**src/rtl/core/rdmv_pkg.sv**
```systemverilog
// Shared types and constants for the rate-distortion motion vector select block.
package rdmv_pkg;

  // Vector component width and the run length limit.
  localparam int MV_WIDTH       = 12;
  localparam int MAX_CANDIDATES = 8;

  // Fixed field widths.
  localparam int SAD_W    = 16;
  localparam int WEIGHT_W = 10;
  localparam int IDX_W    = 3;
  localparam int COST_W   = 17;

  // Cost math widths: a magnitude plus one needs one bit more than a component.
  localparam int MAG_W  = MV_WIDTH + 1;
  localparam int PROD_W = 2 * MAG_W;
  localparam int BITS_W = $clog2(PROD_W);
  localparam int WB_W   = BITS_W + WEIGHT_W;
  localparam int SUM_W  = COST_W + 1;

  // Largest cost value; larger sums saturate here.
  localparam logic [COST_W-1:0] COST_MAX = {COST_W{1'b1}};

  // Stream payload widths, padded to whole bytes.
  localparam int S_FIELDS_W = 4 * MV_WIDTH + SAD_W;
  localparam int S_DATA_W   = ((S_FIELDS_W + 7) / 8) * 8;
  localparam int M_FIELDS_W = 2 * MV_WIDTH + IDX_W + COST_W;
  localparam int M_DATA_W   = ((M_FIELDS_W + 7) / 8) * 8;

  // Depth of the queue between the cost pipeline and the selector.
  localparam int QUEUE_DEPTH = 4;
  localparam int QPTR_W      = $clog2(QUEUE_DEPTH);

  // One costed candidate as it travels from the front to the back.
  typedef struct packed {
    logic signed [MV_WIDTH-1:0] x;
    logic signed [MV_WIDTH-1:0] y;
    logic [COST_W-1:0]          cost;
    logic                       last;
  } cand_t;

  // One selected winner.
  typedef struct packed {
    logic signed [MV_WIDTH-1:0] x;
    logic signed [MV_WIDTH-1:0] y;
    logic [IDX_W-1:0]           index;
    logic [COST_W-1:0]          cost;
  } result_t;

endpackage

```
**src/rtl/core/rdmv_front.sv**
```systemverilog
// Cost pipeline: turns each input item into a candidate with its rate-distortion cost.
module rdmv_front (
  input  logic                             clk_i,
  input  logic                             rst_ni,
  input  logic                             in_valid_i,
  output logic                             in_ready_o,
  input  logic signed [rdmv_pkg::MV_WIDTH-1:0] pred_x_i,
  input  logic signed [rdmv_pkg::MV_WIDTH-1:0] pred_y_i,
  input  logic signed [rdmv_pkg::MV_WIDTH-1:0] cand_x_i,
  input  logic signed [rdmv_pkg::MV_WIDTH-1:0] cand_y_i,
  input  logic [rdmv_pkg::SAD_W-1:0]       cand_sad_i,
  input  logic                             also_abs_i,
  input  logic                             last_i,
  input  logic [rdmv_pkg::WEIGHT_W-1:0]    rate_weight_i,
  output logic                             out_valid_o,
  input  logic                             out_ready_i,
  output rdmv_pkg::cand_t                  out_o
);
  import rdmv_pkg::*;

  // Index of the highest set bit; the argument is never zero here.
  function automatic logic [BITS_W-1:0] floor_log2(input logic [PROD_W-1:0] v);
    logic [BITS_W-1:0] r;
    r = '0;
    for (int i = 1; i < PROD_W; i++) begin
      if (v[i]) r = BITS_W'(i);
    end
    return r;
  endfunction

  // Magnitude of a signed value of MAG_W bits, one bit wider than a vector component.
  function automatic logic [MAG_W-1:0] mag(input logic signed [MAG_W-1:0] v);
    logic [MAG_W-1:0] r;
    r = v[MAG_W-1] ? MAG_W'(-v) : MAG_W'(v);
    return r;
  endfunction

  logic                       en;

  // Stage 1: magnitudes plus one.
  logic                       v1_q;
  logic [MAG_W-1:0]           pdx1_q, pdy1_q, adx1_q, ady1_q;
  logic signed [MV_WIDTH-1:0] x1_q, y1_q;
  logic [SAD_W-1:0]           sad1_q;
  logic                       abs1_q, last1_q;

  // Stage 2: products.
  logic                       v2_q;
  logic [PROD_W-1:0]          pprod2_q, aprod2_q;
  logic signed [MV_WIDTH-1:0] x2_q, y2_q;
  logic [SAD_W-1:0]           sad2_q;
  logic                       abs2_q, last2_q;

  // Stage 3: bit estimate.
  logic                       v3_q;
  logic [BITS_W-1:0]          bits3_q;
  logic signed [MV_WIDTH-1:0] x3_q, y3_q;
  logic [SAD_W-1:0]           sad3_q;
  logic                       last3_q;

  // Stage 4: final cost.
  logic                       v4_q;
  cand_t                      cand4_q;

  logic signed [MAG_W-1:0]    dx, dy;
  logic [BITS_W-1:0]          pbits, abits, bits_d;
  logic [WB_W-1:0]            wbits;
  logic [SUM_W-1:0]           sum;
  logic [COST_W-1:0]          cost_d;

  // The whole pipeline advances together unless the last stage is blocked.
  assign en         = !v4_q || out_ready_i;
  assign in_ready_o = en;

  assign dx = MAG_W'(cand_x_i) - MAG_W'(pred_x_i);
  assign dy = MAG_W'(cand_y_i) - MAG_W'(pred_y_i);

  // The absolute estimate only counts when it is flagged and smaller.
  always_comb begin
    pbits  = floor_log2(pprod2_q);
    abits  = floor_log2(aprod2_q);
    bits_d = (abs2_q && (abits < pbits)) ? abits : pbits;
  end

  // Weighted bits plus distortion, saturated to the cost width.
  always_comb begin
    wbits  = WB_W'(bits3_q) * WB_W'(rate_weight_i);
    sum    = SUM_W'(sad3_q) + SUM_W'(wbits);
    cost_d = sum[SUM_W-1] ? COST_MAX : sum[COST_W-1:0];
  end

  // Valid bits of the stages.
  always_ff @(posedge clk_i or negedge rst_ni) begin
    if (!rst_ni) begin
      v1_q <= 1'b0;
      v2_q <= 1'b0;
      v3_q <= 1'b0;
      v4_q <= 1'b0;
    end else if (en) begin
      v1_q <= in_valid_i;
      v2_q <= v1_q;
      v3_q <= v2_q;
      v4_q <= v3_q;
    end
  end

  // Payload of the stages.
  always_ff @(posedge clk_i) begin
    if (en) begin
      pdx1_q  <= mag(dx) + MAG_W'(1);
      pdy1_q  <= mag(dy) + MAG_W'(1);
      adx1_q  <= mag(MAG_W'(cand_x_i)) + MAG_W'(1);
      ady1_q  <= mag(MAG_W'(cand_y_i)) + MAG_W'(1);
      x1_q    <= cand_x_i;
      y1_q    <= cand_y_i;
      sad1_q  <= cand_sad_i;
      abs1_q  <= also_abs_i;
      last1_q <= last_i;

      pprod2_q <= PROD_W'(pdx1_q) * PROD_W'(pdy1_q);
      aprod2_q <= PROD_W'(adx1_q) * PROD_W'(ady1_q);
      x2_q     <= x1_q;
      y2_q     <= y1_q;
      sad2_q   <= sad1_q;
      abs2_q   <= abs1_q;
      last2_q  <= last1_q;

      bits3_q <= bits_d;
      x3_q    <= x2_q;
      y3_q    <= y2_q;
      sad3_q  <= sad2_q;
      last3_q <= last2_q;

      cand4_q.x    <= x3_q;
      cand4_q.y    <= y3_q;
      cand4_q.cost <= cost_d;
      cand4_q.last <= last3_q;
    end
  end

  assign out_valid_o = v4_q;
  assign out_o       = cand4_q;

endmodule

```
**src/rtl/core/rdmv_queue.sv**
```systemverilog
// Short queue of costed candidates between the cost pipeline and the selector.
module rdmv_queue (
  input  logic            clk_i,
  input  logic            rst_ni,
  input  logic            push_valid_i,
  output logic            push_ready_o,
  input  rdmv_pkg::cand_t push_i,
  output logic            pop_valid_o,
  input  logic            pop_ready_i,
  output rdmv_pkg::cand_t pop_o
);
  import rdmv_pkg::*;

  cand_t             mem_q [QUEUE_DEPTH];
  logic [QPTR_W-1:0] wr_ptr_q, rd_ptr_q;
  logic [QPTR_W:0]   count_q;
  logic              push, pop;

  assign push_ready_o = (count_q != (QPTR_W+1)'(QUEUE_DEPTH));
  assign pop_valid_o  = (count_q != '0);
  assign push         = push_valid_i && push_ready_o;
  assign pop          = pop_valid_o && pop_ready_i;
  assign pop_o        = mem_q[rd_ptr_q];

  // Pointers and fill count.
  always_ff @(posedge clk_i or negedge rst_ni) begin
    if (!rst_ni) begin
      wr_ptr_q <= '0;
      rd_ptr_q <= '0;
      count_q  <= '0;
    end else begin
      if (push) wr_ptr_q <= wr_ptr_q + QPTR_W'(1);
      if (pop)  rd_ptr_q <= rd_ptr_q + QPTR_W'(1);
      if (push && !pop) begin
        count_q <= count_q + (QPTR_W+1)'(1);
      end else if (pop && !push) begin
        count_q <= count_q - (QPTR_W+1)'(1);
      end
    end
  end

  // Storage.
  always_ff @(posedge clk_i) begin
    if (push) mem_q[wr_ptr_q] <= push_i;
  end

endmodule

```
**src/rtl/core/rdmv_back.sv**
```systemverilog
// Selector: running minimum over a run of candidates and the result register.
module rdmv_back (
  input  logic              clk_i,
  input  logic              rst_ni,
  input  logic              in_valid_i,
  output logic              in_ready_o,
  input  rdmv_pkg::cand_t   in_i,
  output logic              out_valid_o,
  input  logic              out_ready_i,
  output rdmv_pkg::result_t out_o
);
  import rdmv_pkg::*;

  logic [COST_W-1:0]          best_cost_q, best_cost_d;
  logic signed [MV_WIDTH-1:0] best_x_q, best_x_d;
  logic signed [MV_WIDTH-1:0] best_y_q, best_y_d;
  logic [IDX_W-1:0]           best_idx_q, best_idx_d;
  logic [IDX_W-1:0]           cnt_q, pos;
  logic                       run_open_q;
  logic                       out_valid_q;
  result_t                    out_q;
  logic                       pop, take;

  // A last item needs the result register free or being emptied.
  assign in_ready_o = !in_i.last || !out_valid_q || out_ready_i;
  assign pop        = in_valid_i && in_ready_o;

  // First candidate of a run is taken outright; later ones must be strictly cheaper.
  always_comb begin
    pos         = run_open_q ? cnt_q : '0;
    take        = !run_open_q || (in_i.cost < best_cost_q);
    best_cost_d = take ? in_i.cost : best_cost_q;
    best_x_d    = take ? in_i.x    : best_x_q;
    best_y_d    = take ? in_i.y    : best_y_q;
    best_idx_d  = take ? pos       : best_idx_q;
  end

  // Run state and result register.
  always_ff @(posedge clk_i or negedge rst_ni) begin
    if (!rst_ni) begin
      best_cost_q <= '0;
      best_x_q    <= '0;
      best_y_q    <= '0;
      best_idx_q  <= '0;
      cnt_q       <= '0;
      run_open_q  <= 1'b0;
      out_valid_q <= 1'b0;
    end else begin
      if (out_valid_q && out_ready_i) out_valid_q <= 1'b0;
      if (pop) begin
        best_cost_q <= best_cost_d;
        best_x_q    <= best_x_d;
        best_y_q    <= best_y_d;
        best_idx_q  <= best_idx_d;
        if (in_i.last) begin
          run_open_q  <= 1'b0;
          cnt_q       <= '0;
          out_valid_q <= 1'b1;
        end else begin
          run_open_q <= 1'b1;
          // Positions past the run limit stick at the last one.
          cnt_q      <= (pos == IDX_W'(MAX_CANDIDATES - 1)) ? pos : pos + IDX_W'(1);
        end
      end
    end
  end

  // Result payload.
  always_ff @(posedge clk_i) begin
    if (pop && in_i.last) begin
      out_q.x     <= best_x_d;
      out_q.y     <= best_y_d;
      out_q.index <= best_idx_d;
      out_q.cost  <= best_cost_d;
    end
  end

  assign out_valid_o = out_valid_q;
  assign out_o       = out_q;

  // A non-last item leaves the run open.
  assert property (@(posedge clk_i) disable iff (!rst_ni)
    pop && !in_i.last |=> run_open_q)
    else $error("run not open after a non-last item");

  // The position counter never passes the run limit.
  assert property (@(posedge clk_i) disable iff (!rst_ni)
    cnt_q <= IDX_W'(MAX_CANDIDATES - 1))
    else $error("candidate position past the run limit");

  // The winner of an open run never sits past the current position.
  assert property (@(posedge clk_i) disable iff (!rst_ni)
    run_open_q |-> (best_idx_q <= cnt_q))
    else $error("best index ahead of the position counter");

  // A held result is never overwritten before it is taken.
  assert property (@(posedge clk_i) disable iff (!rst_ni)
    out_valid_q && !out_ready_i |-> !(pop && in_i.last))
    else $error("result overwritten while stalled");

endmodule

```
**src/rtl/core/rd_cost_motion_vector_select_top.sv**
```systemverilog
// Top level of the rate-distortion motion vector select block.
//
// Usage: each macroblock sends a run of candidate items on the slave stream.
// Every item carries the predictor, the candidate vector and its SAD; tuser
// bit 0 asks for the smaller of predicted and absolute bit estimates, and
// tlast marks the last candidate of the run. On that last candidate one
// result item leaves on the master stream with the cheapest vector, its
// position in the run and its cost; earlier items give no result.
// The cfg channel writes rate_weight (always ready); write it only while
// no run is in flight.
// A result passes the four cost pipeline stages, the queue and the selector's
// result register after its last candidate is accepted.
// Throughput: one candidate per cycle unless the master stalls; the cost math
// is a four-stage pipeline and the selector compares one candidate per cycle.
// Stall: a stalled master holds its result while the selector keeps taking
// non-last candidates; the next last candidate waits, the four-entry queue
// fills, then the cost pipeline stalls and s_axis_tready drops with it.
// Reset: clears the run state, empties the pipeline and queue, and sets
// rate_weight to 4.
module rd_cost_motion_vector_select_top (
  input  logic                          clk_i,
  input  logic                          rst_ni,
  // Input items.
  input  logic                          s_axis_tvalid_i,
  output logic                          s_axis_tready_o,
  // Fields from bit 0: pred_x, pred_y, cand_x, cand_y, cand_sad.
  input  logic [rdmv_pkg::S_DATA_W-1:0] s_axis_tdata_i,
  // Fields from bit 0: also_absolute_bits.
  input  logic                          s_axis_tuser_i,
  // last_candidate.
  input  logic                          s_axis_tlast_i,
  // Result items.
  output logic                          m_axis_tvalid_o,
  input  logic                          m_axis_tready_i,
  // Fields from bit 0: best_x, best_y, best_index, best_cost, zero padding.
  output logic [rdmv_pkg::M_DATA_W-1:0] m_axis_tdata_o,
  // Configuration write of rate_weight.
  input  logic                          cfg_valid_i,
  output logic                          cfg_ready_o,
  input  logic [rdmv_pkg::WEIGHT_W-1:0] cfg_data_i
);
  import rdmv_pkg::*;

  logic [WEIGHT_W-1:0] rate_weight_q;
  logic                f_valid, f_ready;
  cand_t               f_cand;
  logic                q_valid, q_ready;
  cand_t               q_cand;
  result_t             res;

  // Configuration register.
  assign cfg_ready_o = 1'b1;
  always_ff @(posedge clk_i or negedge rst_ni) begin
    if (!rst_ni) begin
      rate_weight_q <= WEIGHT_W'(4);
    end else if (cfg_valid_i) begin
      rate_weight_q <= cfg_data_i;
    end
  end

  rdmv_front u_front (
    .clk_i         (clk_i),
    .rst_ni        (rst_ni),
    .in_valid_i    (s_axis_tvalid_i),
    .in_ready_o    (s_axis_tready_o),
    .pred_x_i      (s_axis_tdata_i[MV_WIDTH-1:0]),
    .pred_y_i      (s_axis_tdata_i[2*MV_WIDTH-1:MV_WIDTH]),
    .cand_x_i      (s_axis_tdata_i[3*MV_WIDTH-1:2*MV_WIDTH]),
    .cand_y_i      (s_axis_tdata_i[4*MV_WIDTH-1:3*MV_WIDTH]),
    .cand_sad_i    (s_axis_tdata_i[4*MV_WIDTH+SAD_W-1:4*MV_WIDTH]),
    .also_abs_i    (s_axis_tuser_i),
    .last_i        (s_axis_tlast_i),
    .rate_weight_i (rate_weight_q),
    .out_valid_o   (f_valid),
    .out_ready_i   (f_ready),
    .out_o         (f_cand)
  );

  rdmv_queue u_queue (
    .clk_i        (clk_i),
    .rst_ni       (rst_ni),
    .push_valid_i (f_valid),
    .push_ready_o (f_ready),
    .push_i       (f_cand),
    .pop_valid_o  (q_valid),
    .pop_ready_i  (q_ready),
    .pop_o        (q_cand)
  );

  rdmv_back u_back (
    .clk_i       (clk_i),
    .rst_ni      (rst_ni),
    .in_valid_i  (q_valid),
    .in_ready_o  (q_ready),
    .in_i        (q_cand),
    .out_valid_o (m_axis_tvalid_o),
    .out_ready_i (m_axis_tready_i),
    .out_o       (res)
  );

  // Pack the result, first field in the lowest bits.
  assign m_axis_tdata_o = M_DATA_W'({res.cost, res.index, res.y, res.x});

endmodule
```
**config.mk**
```make
export PLATFORM = sky130hd
export DESIGN_NAME = rd_cost_motion_vector_select_top
export DESIGN_NICKNAME = d
export VERILOG_FILES = /design/src/rtl/core/rdmv_pkg.sv /design/src/rtl/core/rdmv_front.sv /design/src/rtl/core/rdmv_queue.sv /design/src/rtl/core/rdmv_back.sv /design/src/rtl/core/rd_cost_motion_vector_select_top.sv
export SDC_FILE = /design/constraint.sdc
export NUM_CORES = 2
export LEC_CHECK = 0
export CAP_MARGIN = 10
export CORE_MARGIN = 3
export CORE_UTILIZATION = 60
export CTS_CLUSTER_DIAMETER = 60
export DETAILED_ROUTE_END_ITERATION = 12
export DONT_BUFFER_PORTS = 1
export PLACE_DENSITY = 0.76
export SYNTH_ARGS = -nofsm -noshare
export SYNTH_HDL_FRONTEND = slang
export SYNTH_SLANG_ARGS = --single-unit
```
**constraint.sdc**
```tcl
create_clock -name clk_i -period 21.4 [get_ports clk_i]
set_input_delay 2.14 -clock clk_i [delete_from_list [all_inputs] [get_ports clk_i]]
set_output_delay 2.14 -clock clk_i [all_outputs]
set_load 0.1 [all_outputs]
```
==> impl_metrics.csv <==
group,metric,value,unit
synth,synth_top_family_by_area,"adder cells",
placement,gp_congestion,0.863,
placement,io_buffer_count,0,
timing,rsz0062_at_grt,"false",
synth,synth-edff-count,486,
synth,yosysWarnings,0,
synth,syn_inst,2994,
routing,drc_errors,0,
critical_path,crit_slowest_cell,"a2111oi_0",
clock_tree,numCtsBuffers,59,
critical_path,path_common_cell,"fa_1",
timing,max_freq,160,MHz
global_route,overflow,0,
synth,yosys.area.top_type_share,40.4,%
cells_and_area,area_growth,7.55,%
worst_hold_path,hold_path.class,"reg -> reg",
synth,synth_xor_area_share,3.54,%
global_route,grt_pass1_vias,23000,
timing,setup_slack,15.15,ns
routing,drt-total-wl,72.6,mm
clock_tree,cts_resized,0,
routing,firstDrtPassIters,5,
critical_path,crit_path_end_kind,"flip-flop",
timing,skew,0.0212,ns
synth,avgSynthCellArea,12.1,sq um
synth,netlist_top_cells_area,"edfxtp_1 (40%), fa_1 (16%), ha_1 (7.8%)",
timing,fin_tns_setup,0,ns
clock_tree,worstSkewPairLatency,0.63,ns
routing,viasPerCell,5.74,
clock_tree,postCtsSetupRepairBufs,0,
die,io_pins,132,
timing,finalMaxSlewViolations,0,
clock_tree,cts_buffer_depth,3,
clock_tree,cts_max_level,2,
cells_and_area,insertedDiodeCount,0,
clock_tree,cts_tree,"built",
critical_path,cpPeakStageDelay,0.62,ns
synth,synth_area_leader_cell,"edfxtp_1",
clock_tree,cts_num_sinks,556,
synth,yosys_register_bits,556,
critical_path,worst-path-buf-inv,2,
cells_and_area,drive_above_1_share,8.13,%
global_route,grt_pass1_wl,119,mm
timing,setup_viol,0,
die,rows,89,
cells_and_area,final_common_cell,"edfxtp_1",
routing,drtAntennaViolNets,0,
routing,first_iter_violations,1248,
timing,hold_slack,0.412,ns
cells_and_area,finish.utilization,65.6,%
cells_and_area,nNetsFinal,3553,
die,die-area,0.0632,sq mm
global_route,grt_antenna_before_repair,2,
timing,max_slew_margin,18.6,%
cells_and_area,final_cell_mix,"edfxtp_1 (486), inv_1 (402), nand2_1 (301)",
synth,synth.distinct_cells,83,
synth,synth-async-reset-ratio,12.6,%
status,status,"finished clean",
timing,finalHoldViolCount,0,
synth,synthMuxAreaShare,5.01,%
synth,synth_fa_ha_area_share,23.4,%
timing,finalCritPeriodShare,29.2,%
placement,dp_hpwl,53.3,mm
critical_path,path_cells,"and2_1, fa_1, fa_1, fa_1, fa_1, inv_1, fa_1, inv_1, ha_1, a21o_1, a21o_1, a21o_1, nor3_1, o21ai_0, a2111oi_0, o41ai_1, a21oi_1, xnor2_1",
global_route,grt_max_degree,88,
critical_path,crit_family,"adder cells",
die,core,0.0592,sq mm
timing,period_needed,6.25,ns
routing,vias,21700,
clock_tree,path_clk_slew,0.06,ns
synth,synthFlopType,"edfxtp_1",
die,chipWidth,251,microns
die,initial_core_util,61.0,%
critical_path,crit_required,21.77,ns
routing,wl_per_cell,19.2,microns
placement,place_ws,15.17,ns
critical_path,cp.arrival,6.62,ns
flow_run,maxCapViolCount,0,
synth,syn_area,0.0361,sq mm
synth,synth_compound_area_share,6.32,%
synth,yosys.area_share.simple,11.0,%
critical_path,worstSetupStartpointType,"flip-flop",
synth,ys_seq_area_share,45.3,%
global_route,grt_util_all_layers,23.5,%
clock_tree,postCtsHoldBufs,0,
critical_path,critPathMaxFanout,13,
timing,worst_pin_slew,1.22,ns
clock_tree,root_buffer,"clkbuf_16",
die,fp.dieH,251,microns
critical_path,critical_path_class,"reg -> reg",
## sequential cells by signal, summed over array words and instances (netlist names), 12 cells and up
signal	cells
u_front.y1_q	12
u_back.best_y_q	12
u_front.y3_q	12
u_queue.mem_q	168
u_front.pprod2_q	25
u_back.best_x_q	12
u_front.x2_q	12
u_front.ady1_q	13
u_front.adx1_q	13
u_front.pdx1_q	13
u_front.pdy1_q	13
u_front.aprod2_q	25
u_back.best_cost_q	17
u_front.x1_q	12
u_front.y2_q	12
u_front.sad2_q	16
u_front.out_o	42
u_front.x3_q	12
u_front.sad3_q	16
u_front.sad1_q	16
u_back.out_o	44
## logic make-up (layout without fill, tap and decap cells)
logic type                 count (synthesis)  after routing
and+or+nand+nor                          802            802
AOI/OAI and AO/OA                        350            350
buffers and inverters                    511            526
other                                      2              7
adders and majority gates                507            507
xor gates and xnor gates                 146            146
DFF                                      556            556
muxes                                    120            120
## stage by stage
step           instance area [sq um]  instances
2_1_floorplan                  36100       2999
3_3_place_gp                   36800       3677
3_5_place_dp                   36800       3677
4_1_cts                        38800       3787
5_1_grt                        38800       3787
6_report                       38800       3787
## cell type report
type / count / area [sq um]
clock inverter: 40 / 527
inverter: 404 / 1520
sequential: 556 / 16300
tap: 773 / 967
fill: 4248 / 20400
clock buffer: 70 / 1550
timing repair buffer: 12 / 90.1
multi-input combinational: 1932 / 17800
## metal layers
metal	global-route usage, %	vias to the layer above	routed length, microns
met5	0	-	0
met2	40.0	640	35300
met3	4.14	117	4300
li1	-	10100	-
met1	31.8	10800	31600
met4	6.23	0	1450
## synthesized netlist by cell type (4+ instances only)
master and n:
o41ai_1 12, nand4_1 5, o21bai_1 13, buf_4 7, a41oi_1 4, a21oi_1 84, clkbuf_1 84, and2_1 199
o21a_1 18, fa_1 282, nand2b_1 19, mux2_2 66, a21o_1 25, and3_1 13, dfrtp_1 69, nor3_1 46
o21ai_0 93, nand3_1 31, nor2_1 104, nor2b_1 23, nor4_1 18, or2_2 7, o31ai_1 15, inv_1 404
buf_2 12, edfxtp_1 486, ha_1 225, o211ai_1 9, or3_1 8, a31oi_1 13, nand2_1 301, mux2i_1 12
xor2_1 49, a311oi_1 4, or4_1 9, xnor2_1 97, a211oi_1 13, mux4_2 42
## worst paths after layout
kind / to / slack, ns / cells past startpoint / start
hold / removal: u_front.x2_q[11] / 0.41 / 0 / u_front.x1_q[11]
setup / recovery: u_front.aprod2_q[25] / 15.15 / 18 / u_front.adx1_q[9]
min in group asynchronous: u_queue.count_q[1] / 1.21 / 0 / rst_ni
hold reg to reg: u_front.x2_q[11] / 0.41 / 0 / u_front.x1_q[11]
setup reg to reg: u_front.aprod2_q[25] / 15.15 / 18 / u_front.adx1_q[9]
max in group asynchronous: rate_weight_q[2] / 19.98 / 0 / rst_ni
Power is left out: the tool's default activity adds up to more than one toggle a clock period on the data nets, which glitch-free logic cannot reach.
